$ cat config.mk
export PLATFORM = sky130hd
export DESIGN_NAME = status_led_animator
export DESIGN_NICKNAME = d
export VERILOG_FILES = /design/src/rtl/sla_pkg.sv /design/src/rtl/sla_ctrl.sv /design/src/rtl/sla_datapath.sv /design/src/rtl/status_led_animator.sv
export SDC_FILE = /design/constraint.sdc
export NUM_CORES = 2
export LEC_CHECK = 0
export BUFFER_PORTS_ARGS = -buffer_cell sky130_fd_sc_hd__buf_2
export CAP_MARGIN = 20
export CORE_MARGIN = 2
export CORE_UTILIZATION = 45
export DETAILED_ROUTE_END_ITERATION = 12
export MAX_ROUTING_LAYER = met4
export PLACE_DENSITY = 0.62
export SLEW_MARGIN = 20
export SYNTH_ARGS = -nofsm -noshare
export SYNTH_HDL_FRONTEND = slang
export SYNTH_HIERARCHICAL = 1
export SYNTH_SLANG_ARGS = --single-unit
$ cat constraint.sdc
create_clock -name clk_i -period 21.4 [get_ports clk_i]
set_clock_uncertainty 0.15 [all_clocks]
set_input_delay 4.28 -clock clk_i [delete_from_list [all_inputs] [get_ports clk_i]]
set_output_delay 4.28 -clock clk_i [all_outputs]
set_load 0.01 [all_outputs]
$ cat src/rtl/sla_pkg.sv
// Shared types, constants and lookup functions for the status LED animator.
package sla_pkg;

  // Field and datapath widths.
  localparam int unsigned TimeW      = 32;
  localparam int unsigned PeriodW    = 12;
  localparam int unsigned PhaseBits  = 9;
  localparam int unsigned PatternCnt = 6;

  // The elapsed time is reduced modulo the period one byte at a time, high byte first.
  // Each byte step forms x = rem * 256 + byte (below 2^20) and takes its quotient as
  // (x * ceil(2^32 / period)) >> 32, exact for every period in the pattern table.
  localparam int unsigned ByteSteps  = TimeW / 8;
  localparam int unsigned StepW      = $clog2(ByteSteps);
  localparam int unsigned DivInW     = PeriodW + 8;
  localparam int unsigned RecipW     = 23;
  localparam int unsigned RecipShift = 32;
  localparam int unsigned QuoW       = 11;
  localparam int unsigned QuoProdW   = DivInW + RecipW;
  localparam int unsigned QuoBackW   = QuoW + PeriodW;

  // The phase (rem * 512) / period is taken as (rem * ceil(2^33 / period)) >> 24.
  localparam int unsigned PhRecipW   = 24;
  localparam int unsigned PhShift    = 24;
  localparam int unsigned PhProdW    = PeriodW + PhRecipW;

  // Brightness curve and register reset values.
  localparam logic [7:0] LevelFloor = 8'd40;
  localparam logic [7:0] LevelSpan  = 8'd215;
  localparam logic [7:0] LevelFull  = 8'd255;
  localparam logic [7:0] LevelOff   = 8'd0;
  localparam logic [7:0] MaxBrightReset = 8'd64;

  // Input word kinds.
  localparam logic MODE_SET   = 1'b0;
  localparam logic MODE_FRAME = 1'b1;

  // Pattern codes.
  localparam logic [2:0] PAT_IDLE    = 3'd0;
  localparam logic [2:0] PAT_DIALING = 3'd1;
  localparam logic [2:0] PAT_CALLING = 3'd2;
  localparam logic [2:0] PAT_RINGING = 3'd3;
  localparam logic [2:0] PAT_IN_CALL = 3'd4;
  localparam logic [2:0] PAT_ERROR   = 3'd5;

  typedef enum logic [1:0] {
    STYLE_STEADY,
    STYLE_BREATH,
    STYLE_PULSE,
    STYLE_BLINK
  } style_e;

  typedef enum logic [2:0] {
    ST_IDLE,
    ST_MUL,
    ST_SUB,
    ST_PH,
    ST_SQ,
    ST_LVL,
    ST_SCL,
    ST_COL
  } state_e;

  typedef struct packed {
    logic [7:0]          red;
    logic [7:0]          green;
    logic [7:0]          blue;
    style_e              style;
    logic [PeriodW-1:0]  period;
    logic [RecipW-1:0]   recip;
    logic [PhRecipW-1:0] ph_recip;
  } look_t;

  // Commands from the controller to the datapath.
  typedef struct packed {
    logic set_pat;   // store a new pattern if it differs
    logic load;      // capture elapsed time and clear the remainder
    logic mul;       // quotient estimate of one byte step
    logic sub;       // remainder update of one byte step
    logic ph;        // phase from the final remainder
    logic sq;        // gamma stage
    logic lvl;       // brightness level stage
    logic scl;       // max brightness scaling stage
    logic col;       // color scaling into the output register
  } cmd_t;

  // Color, animation style, period and period reciprocals of one pattern.
  function automatic look_t look_of(input logic [2:0] pat);
    look_t lk;
    case (pat)
      PAT_IDLE:    lk = '{8'd0,   8'd0,   8'd255, STYLE_BREATH, 12'd4000,
                          23'd1073742, 24'd2147484};
      PAT_DIALING: lk = '{8'd255, 8'd255, 8'd255, STYLE_STEADY, 12'd0,
                          23'd0, 24'd0};
      PAT_CALLING: lk = '{8'd255, 8'd170, 8'd0,   STYLE_PULSE,  12'd900,
                          23'd4772186, 24'd9544372};
      PAT_RINGING: lk = '{8'd255, 8'd0,   8'd0,   STYLE_BLINK,  12'd600,
                          23'd7158279, 24'd14316558};
      PAT_IN_CALL: lk = '{8'd0,   8'd255, 8'd0,   STYLE_BREATH, 12'd4000,
                          23'd1073742, 24'd2147484};
      PAT_ERROR:   lk = '{8'd255, 8'd0,   8'd0,   STYLE_STEADY, 12'd0,
                          23'd0, 24'd0};
      default:     lk = '{8'd0,   8'd0,   8'd255, STYLE_BREATH, 12'd4000,
                          23'd1073742, 24'd2147484};
    endcase
    return lk;
  endfunction

  // Exact floor(x / 255) for x up to 255 * 255.
  function automatic logic [7:0] div255(input logic [15:0] x);
    logic [16:0] s;
    s = {1'b0, x} + 17'(x[15:8]) + 17'd1;
    return s[15:8];
  endfunction

endpackage

$ cat src/rtl/sla_ctrl.sv
// Sequencer for the status LED animator: accepts words and steps the datapath.
module sla_ctrl (
  input  logic          clk_i,
  input  logic          rst_ni,
  input  logic          in_valid_i,
  output logic          in_ready_o,
  input  logic          mode_i,
  output logic          out_valid_o,
  input  logic          out_ready_i,
  output sla_pkg::cmd_t cmd_o
);

  sla_pkg::state_e            state_q, state_d;
  logic [sla_pkg::StepW-1:0]  step_q, step_d;
  logic                       out_valid_q, out_valid_d;
  logic                       in_fire;
  logic                       slot_free;

  assign in_ready_o  = (state_q == sla_pkg::ST_IDLE);
  assign in_fire     = in_valid_i && in_ready_o;
  assign slot_free   = !out_valid_q || out_ready_i;
  assign out_valid_o = out_valid_q;

  // State, step counter and output valid registers.
  always_ff @(posedge clk_i or negedge rst_ni) begin
    if (!rst_ni) begin
      state_q     <= sla_pkg::ST_IDLE;
      step_q      <= '0;
      out_valid_q <= 1'b0;
    end else begin
      state_q     <= state_d;
      step_q      <= step_d;
      out_valid_q <= out_valid_d;
    end
  end

  // Next state and datapath commands.
  always_comb begin
    state_d     = state_q;
    step_d      = step_q;
    out_valid_d = out_valid_q && !out_ready_i;
    cmd_o       = '0;
    unique case (state_q)
      sla_pkg::ST_IDLE: begin
        if (in_fire) begin
          if (mode_i == sla_pkg::MODE_FRAME) begin
            cmd_o.load = 1'b1;
            step_d     = '0;
            state_d    = sla_pkg::ST_MUL;
          end else begin
            cmd_o.set_pat = 1'b1;
          end
        end
      end
      sla_pkg::ST_MUL: begin
        cmd_o.mul = 1'b1;
        state_d   = sla_pkg::ST_SUB;
      end
      sla_pkg::ST_SUB: begin
        // Each byte of the elapsed time takes a multiply step and then a subtract step.
        cmd_o.sub = 1'b1;
        if (step_q == sla_pkg::StepW'(sla_pkg::ByteSteps - 1)) begin
          state_d = sla_pkg::ST_PH;
        end else begin
          step_d  = step_q + sla_pkg::StepW'(1);
          state_d = sla_pkg::ST_MUL;
        end
      end
      sla_pkg::ST_PH: begin
        cmd_o.ph = 1'b1;
        state_d  = sla_pkg::ST_SQ;
      end
      sla_pkg::ST_SQ: begin
        cmd_o.sq = 1'b1;
        state_d  = sla_pkg::ST_LVL;
      end
      sla_pkg::ST_LVL: begin
        cmd_o.lvl = 1'b1;
        state_d   = sla_pkg::ST_SCL;
      end
      sla_pkg::ST_SCL: begin
        cmd_o.scl = 1'b1;
        state_d   = sla_pkg::ST_COL;
      end
      sla_pkg::ST_COL: begin
        // Wait here until the output register can take the word.
        if (slot_free) begin
          cmd_o.col   = 1'b1;
          out_valid_d = 1'b1;
          state_d     = sla_pkg::ST_IDLE;
        end
      end
      default: begin
        state_d = sla_pkg::ST_IDLE;
      end
    endcase
  end

  // The output register is only overwritten once its word is gone.
  a_col_free: assert property (@(posedge clk_i) disable iff (!rst_ni)
    cmd_o.col |-> (!out_valid_q || out_ready_i))
    else $error("result overwritten while still pending");

  // A finished frame leaves a pending result and returns to idle.
  a_col_done: assert property (@(posedge clk_i) disable iff (!rst_ni)
    cmd_o.col |=> (out_valid_q && state_q == sla_pkg::ST_IDLE))
    else $error("frame completion did not post a result");

  // A frame word starts the modulo from the first byte.
  a_load_start: assert property (@(posedge clk_i) disable iff (!rst_ni)
    cmd_o.load |=> (state_q == sla_pkg::ST_MUL && step_q == '0))
    else $error("frame word did not start the modulo");

  // Every quotient estimate is followed by its remainder update.
  a_mul_sub: assert property (@(posedge clk_i) disable iff (!rst_ni)
    cmd_o.mul |=> (state_q == sla_pkg::ST_SUB))
    else $error("quotient estimate not followed by remainder update");

endmodule

$ cat src/rtl/sla_datapath.sv
// Datapath of the status LED animator: pattern state, divider and color scaling.
module sla_datapath (
  input  logic                      clk_i,
  input  logic                      rst_ni,
  input  sla_pkg::cmd_t             cmd_i,
  input  logic                      cfg_valid_i,
  input  logic [7:0]                cfg_data_i,
  input  logic [2:0]                pattern_i,
  input  logic [sla_pkg::TimeW-1:0] now_ms_i,
  output logic [7:0]                green_o,
  output logic [7:0]                red_o,
  output logic [7:0]                blue_o
);

  logic [2:0]                       pattern_q;
  logic [sla_pkg::TimeW-1:0]        start_q;
  logic [7:0]                       max_bright_q;
  logic [sla_pkg::TimeW-1:0]        elapsed_q;
  logic [sla_pkg::PeriodW-1:0]      rem_q, rem_d;
  logic [sla_pkg::QuoW-1:0]         quo_q, quo_d;
  logic [sla_pkg::PhaseBits-1:0]    phase_q, phase_d;
  logic [7:0]                       gamma_q;
  logic [7:0]                       level_q, level_d;
  logic [7:0]                       scale_q;
  logic [7:0]                       green_q, red_q, blue_q;
  sla_pkg::look_t                   look;
  logic [sla_pkg::DivInW-1:0]       div_in;
  logic [sla_pkg::QuoProdW-1:0]     quo_prod;
  logic [sla_pkg::QuoBackW-1:0]     quo_back;
  logic [sla_pkg::PhProdW-1:0]      phase_prod;
  logic [7:0]                       tri_val;

  assign look = sla_pkg::look_of(pattern_q);

  // Pattern, start time and max brightness register.
  always_ff @(posedge clk_i or negedge rst_ni) begin
    if (!rst_ni) begin
      pattern_q    <= sla_pkg::PAT_IDLE;
      start_q      <= '0;
      max_bright_q <= sla_pkg::MaxBrightReset;
    end else begin
      if (cfg_valid_i) begin
        max_bright_q <= cfg_data_i;
      end
      if (cmd_i.set_pat && (pattern_i < 3'(sla_pkg::PatternCnt))
          && (pattern_i != pattern_q)) begin
        pattern_q <= pattern_i;
        start_q   <= now_ms_i;
      end
    end
  end

  // One byte step of the modulo: reciprocal quotient, then remainder.
  assign div_in   = {rem_q, elapsed_q[sla_pkg::TimeW-1 -: 8]};
  assign quo_prod = sla_pkg::QuoProdW'(div_in) * sla_pkg::QuoProdW'(look.recip);
  assign quo_d    = quo_prod[sla_pkg::RecipShift +: sla_pkg::QuoW];
  assign quo_back = sla_pkg::QuoBackW'(quo_q) * sla_pkg::QuoBackW'(look.period);
  assign rem_d    = sla_pkg::PeriodW'(sla_pkg::QuoBackW'(div_in) - quo_back);

  // Phase of the final remainder within the period, 0 to 511.
  assign phase_prod = sla_pkg::PhProdW'(rem_q) * sla_pkg::PhProdW'(look.ph_recip);
  assign phase_d    = phase_prod[sla_pkg::PhShift +: sla_pkg::PhaseBits];

  // Triangle wave from the phase.
  assign tri_val = phase_q[sla_pkg::PhaseBits-1] ? ~phase_q[7:0] : phase_q[7:0];

  // Brightness level by animation style.
  always_comb begin
    case (look.style) inside
      sla_pkg::STYLE_BREATH, sla_pkg::STYLE_PULSE: begin
        level_d = sla_pkg::LevelFloor
                + sla_pkg::div255(16'(gamma_q) * 16'(sla_pkg::LevelSpan));
      end
      sla_pkg::STYLE_BLINK: begin
        level_d = (rem_q < (look.period >> 1)) ? sla_pkg::LevelFull : sla_pkg::LevelOff;
      end
      default: begin
        level_d = sla_pkg::LevelFull;
      end
    endcase
  end

  // Modulo, curve and scaling stages.
  always_ff @(posedge clk_i) begin
    if (cmd_i.load) begin
      elapsed_q <= now_ms_i - start_q;
      rem_q     <= '0;
    end else if (cmd_i.sub) begin
      elapsed_q <= elapsed_q << 8;
      rem_q     <= rem_d;
    end
    if (cmd_i.mul) begin
      quo_q <= quo_d;
    end
    if (cmd_i.ph) begin
      phase_q <= phase_d;
    end
    if (cmd_i.sq) begin
      gamma_q <= sla_pkg::div255(16'(tri_val) * 16'(tri_val));
    end
    if (cmd_i.lvl) begin
      level_q <= level_d;
    end
    if (cmd_i.scl) begin
      scale_q <= sla_pkg::div255(16'(level_q) * 16'(max_bright_q));
    end
    if (cmd_i.col) begin
      green_q <= sla_pkg::div255(16'(look.green) * 16'(scale_q));
      red_q   <= sla_pkg::div255(16'(look.red) * 16'(scale_q));
      blue_q  <= sla_pkg::div255(16'(look.blue) * 16'(scale_q));
    end
  end

  assign green_o = green_q;
  assign red_o   = red_q;
  assign blue_o  = blue_q;

endmodule

$ cat src/rtl/status_led_animator.sv
// A set word is handled in its accepting cycle; no word is accepted while a frame is in progress.
// A frame word runs through the accepting cycle, four byte steps (multiply, then subtract) of
// the reciprocal modulo, one phase stage and four curve and scaling stages.
// A pixel still waiting in the output register holds the next frame in its last stage.
// Reset (asynchronous, active low) selects the idle pattern, start time 0, max brightness 64.
// Top level of the status LED animator: sequencer plus datapath.
module status_led_animator (
  input  logic        clk_i,
  input  logic        rst_ni,
  input  logic        in_valid_i,
  output logic        in_ready_o,
  input  logic        mode_i,
  input  logic [2:0]  pattern_i,
  input  logic [31:0] now_ms_i,
  output logic        out_valid_o,
  input  logic        out_ready_i,
  output logic [7:0]  green_o,
  output logic [7:0]  red_o,
  output logic [7:0]  blue_o,
  input  logic        cfg_valid_i,
  output logic        cfg_ready_o,
  input  logic [7:0]  cfg_data_i
);

  sla_pkg::cmd_t cmd;
  logic          cfg_fire;

  // The register write is always taken at once.
  assign cfg_ready_o = 1'b1;
  assign cfg_fire    = cfg_valid_i && cfg_ready_o;

  // Sequencer.
  sla_ctrl u_ctrl (
    .clk_i       (clk_i),
    .rst_ni      (rst_ni),
    .in_valid_i  (in_valid_i),
    .in_ready_o  (in_ready_o),
    .mode_i      (mode_i),
    .out_valid_o (out_valid_o),
    .out_ready_i (out_ready_i),
    .cmd_o       (cmd)
  );

  // Datapath.
  sla_datapath u_datapath (
    .clk_i       (clk_i),
    .rst_ni      (rst_ni),
    .cmd_i       (cmd),
    .cfg_valid_i (cfg_fire),
    .cfg_data_i  (cfg_data_i),
    .pattern_i   (pattern_i),
    .now_ms_i    (now_ms_i),
    .green_o     (green_o),
    .red_o       (red_o),
    .blue_o      (blue_o)
  );

endmodule
Word level (Yosys, flattened, before mapping)

Index checks and enable logic that the tools add are counted.

Register bits after elaboration: 161
Output and inout port bits: 27
Word-level logic and storage cells: 108

$add $sub $neg: 16
Multiply operators: 9
$lt $le $gt $ge: 2
Equality and inequality tests: 21
Mux-type cells: 30
Bitwise gates (word level): 1
Reductions and logical operators: 13

Operator list:

| kind                                                                  | number |
|---|---|
| 85-bit case mux with 5 select lines                                   | 1 |
| 16-bit by 1-bit adder with 16-bit output, second input constant       | 6 |
| 16-bit by 8-bit adder with 16-bit output                              | 6 |
| 8-bit by 8-bit multiplier with 16-bit output                          | 5 |
| 32-bit 2-to-1 mux                                                     | 2 |
| 20-bit by 23-bit multiplier with 43-bit output                        | 1 |
| 12-bit by 24-bit multiplier with 33-bit output                        | 1 |
| 8-bit 2-to-1 mux                                                      | 4 |
| 32-bit subtractor                                                     | 1 |
| 3-bit case mux with 8 select lines                                    | 1 |
| 3-bit equality test, second input constant                            | 6 |
| 8-bit by 8-bit multiplier with 16-bit output, second input constant   | 1 |
| 3-bit by 2-bit equality test with 1-bit output, second input constant | 4 |
| 12-bit by 11-bit less-than comparator with 1-bit output               | 1 |
| 11-bit by 12-bit multiplier with 12-bit output                        | 1 |
| 1-bit 2-to-1 mux                                                      | 12 |
| 2-bit 2-to-1 mux                                                      | 6 |
| 12-bit subtractor                                                     | 1 |
| 3-bit 2-to-1 mux                                                      | 3 |
| 6-bit by 8-bit adder with 8-bit output, first input constant          | 1 |
| 8-bit inverter                                                        | 1 |
| 2-bit equality test, second input constant                            | 3 |
| 3-bit by 1-bit equality test with 1-bit output, second input constant | 2 |
| 2-bit != test, second input constant                                  | 3 |
| 14 further kinds                                                      | 19 |

Longest topological paths before layout

Depth in word-level cells: 6
Depth in mapped cells: 32
Gate-level depth less buffers: 29

By module

The synthesis kept the hierarchy.

By module, submodules not included:

| module              | instances | cells an instance | area an instance (um^2) | seq. area each (um^2) |
|---|---|---|---|---|
| sla_datapath        | 1         | 3,641             | 34,829.7                | 4,290.4 |
| sla_ctrl            | 1         | 42                | 372.9                   | 150.1 |
| status_led_animator | 1         | 2                 | 11.3                    | 0.0 |

Least setup slack after synthesis

Ideal clock, no wire load.

Path kind: register -> register
Start point: register u_datapath.pattern_q[2]
End point: register u_datapath/quo_q[4] in the netlist's numbering, data pin
Data arrival time: 7.001 ns
Path slack: 13.992 ns
Stages on the path, launching flop included: 30
Path buffers: 3
Clock period less this slack: 7.408 ns
Cell sequence: dfrtp_1 buf_2 nand2b_1 inv_1 and2_1 clkbuf_1 nor2_1 inv_1 clkbuf_1 and2_1 fa_1 inv_1 fa_1 fa_1 fa_1 inv_1 fa_1 fa_1 inv_1 fa_1 inv_1 ha_1 and3_1 nand2_1 or3_1 nor3_1 o21a_1 a31oi_1 a31o_2 xnor2_1

Longest elaborated chain between the ends: 3
Elaborated cells on any way between the ends: 7
Classes of those cells: mul (1); eq/ne (5); mux (1)

Ends and longest elaborated chain:

| item                                             | RTL line           | RTL |
|---|---|---|
| from (decl)                                      | sla_datapath.sv:15 | `logic [2:0] pattern_q;` |
| from (signal assigned)                           | sla_datapath.sv:38 | `pattern_q <= sla_pkg::PAT_IDLE;` |
| from (signal assigned)                           | sla_datapath.sv:47 | `pattern_q <= pattern_i;` |
| 3-bit equality test (tied with other cells)      | sla_pkg.sv:90      | `case (pat)` |
| 85-bit case mux with 5 select lines *            | sla_pkg.sv:90      |  |
| 20-bit by 23-bit multiplier with 43-bit output * | sla_datapath.sv:55 | `assign quo_prod = sla_pkg::QuoProdW'(div_in) * sla_pkg::QuoProdW'(look.recip);` |
| named net u_datapath.quo_prod, one bit           | sla_datapath.sv:28 | `logic [sla_pkg::QuoProdW-1:0] quo_prod;` |
| to (signal assigned)                             | sla_datapath.sv:93 | `quo_q <= quo_d;` |
| to (decl)                                        | sla_datapath.sv:20 | `logic [sla_pkg::QuoW-1:0] quo_q, quo_d;` |

The timed path passes the listed nets; every way through them passes the cells marked *.
A chain may end at the register's enable or synchronous reset.

Worst setup path in the final report

Start point: register u_datapath.pattern_q[2]
End point: register u_datapath/quo_q[7] in the netlist's numbering, data pin

Same word-level chain as after synthesis.

==> impl_metrics.env <==
export IMPL_die_height_um=284
export IMPL_tritoncts_num_sinks=160
export IMPL_synth_simple_gate_area_share_pct=10.1
export IMPL_post_synth_instance_area_um2=35200
export IMPL_clock_tree_from_tritoncts="yes"
export IMPL_highest_clock_rate_ghz=0.106
export IMPL_fillerInstances=7427
export IMPL_synth_compound_gate_area_share_pct=9.10
export IMPL_wl_um=84000
export IMPL_syn_area_per_cell_um2=9.56
export IMPL_critical_path_arrival_ns=9.53
export IMPL_area_overhead_of_the_layout_relative_to_synthesis_pct=6.31
export IMPL_dp_slack_ns=12.11
export IMPL_worst_skew_pair_late_latency_ns=0.50
export IMPL_finalCoreUtilization_pct=48.3
export IMPL_timing_worst_setup_path_type="reg2reg"
export IMPL_slew_headroom_pct=29.4
export IMPL_post_route_cells_drive_above_1_share_pct=5.80
export IMPL_synth_top_cells_by_area="sky130_fd_sc_hd__fa_1, sky130_fd_sc_hd__ha_1, sky130_fd_sc_hd__inv_1, sky130_fd_sc_hd__edfxtp_1, sky130_fd_sc_hd__dfrtp_1"
export IMPL_drc=0
export IMPL_total_of_flip_flops_plus_latches_after_synthesis=160
export IMPL_proportion_of_register_bits_with_asynchronous_set_or_reset_after_synthesis_pct=30.6
export IMPL_status="finished clean"
export IMPL_cts_buffers_inserted=17
export IMPL_dieWidth_um=284
export IMPL_grtUsageTotal_pct=22.4
export IMPL_post_drt_via_cell_ratio=5.12
export IMPL_report_final_slew_viol_count=0
export IMPL_setup_reg_to_reg_worst_slack_ns=11.97
export IMPL_synth_top_area_cell="sky130_fd_sc_hd__fa_1"
export IMPL_postSynthCellCount=3685
export IMPL_dr_max_layer_used="met4"
export IMPL_rsz0062_at_grt="false"
export IMPL_postCtsResizedCells=0
export IMPL_synthDistinctLibCells=93
export IMPL_reg2reg_depth=28
export IMPL_main_combinational_cell_family_by_area_after_synthesis="adder cells"
export IMPL_hold_class="reg2reg"
export IMPL_cp_data_required_time_ns=21.50
export IMPL_grt_pass1_wl_um=138000
export IMPL_gp_congestion=0.973
export IMPL_synth_main_ff_cell="sky130_fd_sc_hd__edfxtp_1"
export IMPL_portion_of_the_clock_cycle_consumed_by_the_worst_path_in_the_final_layout_pct=44.1
export IMPL_tightestPinTransition_ns=1.06
export IMPL_final_hold_violation_count=0
export IMPL_ctsHtreeMaxLevel=4
export IMPL_setup_violations=0
export IMPL_post_cts_setup_buffers=0
export IMPL_hold_path_cell_count=2
export IMPL_antenna_found_initial=1
export IMPL_placedInstanceArea_um2=36800
export IMPL_routedLengthMet1_um=38800
export IMPL_worst_slack_ns=11.97
export IMPL_fp_row_count=102
export IMPL_yosys_area_share_adder_pct=51.2
export IMPL_clockBufferDepth=2
export IMPL_yosysTopAreaCellShare_pct=30.3
export IMPL_yosys_warnings=6
export IMPL_io_pins=76
export IMPL_hold_path_endpoint="u_datapath/start_q[0]"
export IMPL_avgRoutedWirePerCell_um=17.5
export IMPL_routed_wl_met3_um=4050
export IMPL_synth_xor_area_share_pct=4.54
export IMPL_placement_io_buffers=74
export IMPL_final_total_negative_setup_slack_ns=0
export IMPL_grt_pass1_vias=25600
export IMPL_final_antenna_net_count=0
export IMPL_clockRootBuffer="sky130_fd_sc_hd__clkbuf_16"
export IMPL_route_met2_wl_um=39300
export IMPL_detailedPlacementHpwl_um=72500
export IMPL_grt_ovfl_total=0
export IMPL_start_kind="flop"
export IMPL_critical_path_peak_fanout=35
export IMPL_detail_route_iter0_violations=1478
export IMPL_design_die_area_um2=80500
export IMPL_synth_nets=4854
export IMPL_reg2reg_from="u_datapath/pattern_q[2]"
export IMPL_layout_commonest_cell="sky130_fd_sc_hd__inv_1"
export IMPL_cp_end_kind="flop"
export IMPL_holdBufCountCts=0
export IMPL_max_cap_violations=0
export IMPL_layout_min_cycle_time_ns=9.43
export IMPL_final_design_area_no_fill_um2=37400
export IMPL_synth_sequential_area_ratio_pct=12.6
export IMPL_detailedRoute_firstPassIterationCount=5
export IMPL_crit_slowest_cell="sky130_fd_sc_hd__inv_1"
export IMPL_synth_area_mux_share_pct=2.18
export IMPL_core_area_um2=77500
export IMPL_synth_edf_count=99
export IMPL_clk_pin_slew_ns=0.08
export IMPL_start_util_pct=45.5
export IMPL_critPathMaxStageDelay_ns=0.80
export IMPL_min_delay_start="u_datapath/start_q[0]"
export IMPL_commonest_non_fill_non_tap_cells_in_the_layout="sky130_fd_sc_hd__inv_1, sky130_fd_sc_hd__ha_1, sky130_fd_sc_hd__fa_1, sky130_fd_sc_hd__nand2_1"
export IMPL_regToRegEndpoint="u_datapath/quo_q[7]"
export IMPL_total_number_of_nets_in_the_final_design=4900
export IMPL_grt_start_max_net_pins=50
export IMPL_route_vias_total=24500
-- state kept, by name (all words and copies together) (netlist names), 9 cells and up --
name and cells:
u_datapath/start_q 32, u_datapath/quo_q 10, u_datapath/rem_q 12, u_datapath/elapsed_q 32, u_datapath/phase_q 9
-- cell type report --
class / count / area, µm² / area share, %
multi-input combinational: 2564 / 27200 / 72.7
clock buffer: 17 / 425 / 1.14
tap: 1040 / 1300 / 3.48
clock inverter: 15 / 211 / 0.565
antenna: 2 / 5.00 / 0.0134
inverter: 901 / 3380 / 9.03
sequential: 160 / 4440 / 11.9
timing repair buffer: 87 / 468 / 1.25
-- per-stage QoR --
step           std cells  hold slack [ns]
3_3_place_gp        4752            0.328
4_1_cts             4784            0.353
3_5_place_dp        4752            0.334
2_1_floorplan       3685            0.304
6_report            4786            0.343
5_1_grt             4785            0.365
-- synth_stat cells (7+ instances only) --
cell type,instances
sky130_fd_sc_hd__dfrtp_1,48
sky130_fd_sc_hd__a21o_1,56
sky130_fd_sc_hd__clkbuf_1,47
sky130_fd_sc_hd__and2_1,101
sky130_fd_sc_hd__nand2_1,221
sky130_fd_sc_hd__a31oi_1,15
sky130_fd_sc_hd__a211oi_1,29
sky130_fd_sc_hd__o31ai_1,14
sky130_fd_sc_hd__dfxtp_1,12
sky130_fd_sc_hd__o21a_1,37
sky130_fd_sc_hd__nor3_1,36
sky130_fd_sc_hd__edfxtp_1,99
sky130_fd_sc_hd__or3_1,18
sky130_fd_sc_hd__xnor2_1,117
sky130_fd_sc_hd__nand3_1,37
sky130_fd_sc_hd__a21oi_1,128
sky130_fd_sc_hd__nor2_1,128
sky130_fd_sc_hd__inv_1,899
sky130_fd_sc_hd__xor2_1,62
sky130_fd_sc_hd__a211o_1,8
sky130_fd_sc_hd__fa_1,533
sky130_fd_sc_hd__nor2b_1,31
sky130_fd_sc_hd__nand3b_1,10
sky130_fd_sc_hd__or2_2,10
sky130_fd_sc_hd__mux2i_1,17
sky130_fd_sc_hd__nand4_1,17
sky130_fd_sc_hd__nand2b_1,22
sky130_fd_sc_hd__buf_2,7
sky130_fd_sc_hd__ha_1,587
sky130_fd_sc_hd__o21ai_0,91
sky130_fd_sc_hd__mux2_2,53
sky130_fd_sc_hd__nor3b_1,8
sky130_fd_sc_hd__o21bai_1,17
sky130_fd_sc_hd__o211ai_1,9
sky130_fd_sc_hd__and3_1,45
-- critical path: cells and delay by family (launching register included) --
| kind | cells | cell delay (ns) |
|---|---|---|
| adder cells (fa/ha/maj) | 8 | 3.88 |
| flip-flops | 1 | 0.45 |
| XOR/XNOR | 1 | 0.08 |
| AND/OR/NAND/NOR | 5 | 1.23 |
| AO/OA/AOI/OAI | 6 | 1.48 |
| buffers and inverters | 8 | 1.88 |
-- per-layer routing --
metal  vias to the layer above  GRT usage [%]
met1                     11900           30.2
met3                       116           2.73
met5                         -              -
met2                       554           35.9
met4                         0           5.61
li1                      11900              -
-- cells by family after synthesis --
| group | Yosys count |
|---|---|
| compound gates | 483 |
| buf+inv | 961 |
| other cells | 2 |
| xor+xnor | 181 |
| simple gates | 708 |
| mux | 70 |
| flops | 160 |
| fa+ha+maj | 1120 |
-- worst max path at each step --
stage	from	to	slack, ns	cells after the start
6_report	u_datapath/pattern_q[2]	u_datapath/quo_q[7]	11.97	28
5_1_grt	u_datapath/pattern_q[2]	u_datapath/quo_q[7]	11.46	28
2_1_floorplan	u_datapath/pattern_q[2]	u_datapath/quo_q[4]	13.99	29
3_3_place_gp	u_datapath/pattern_q[2]	u_datapath/quo_q[9]	12.27	28
3_5_place_dp	u_datapath/pattern_q[2]	u_datapath/quo_q[9]	12.11	28
4_1_cts	u_datapath/pattern_q[2]	u_datapath/quo_q[7]	12.11	28
Power is not shown: default switching activity piles up to over one toggle a cycle in this logic, so the estimate is an artifact.
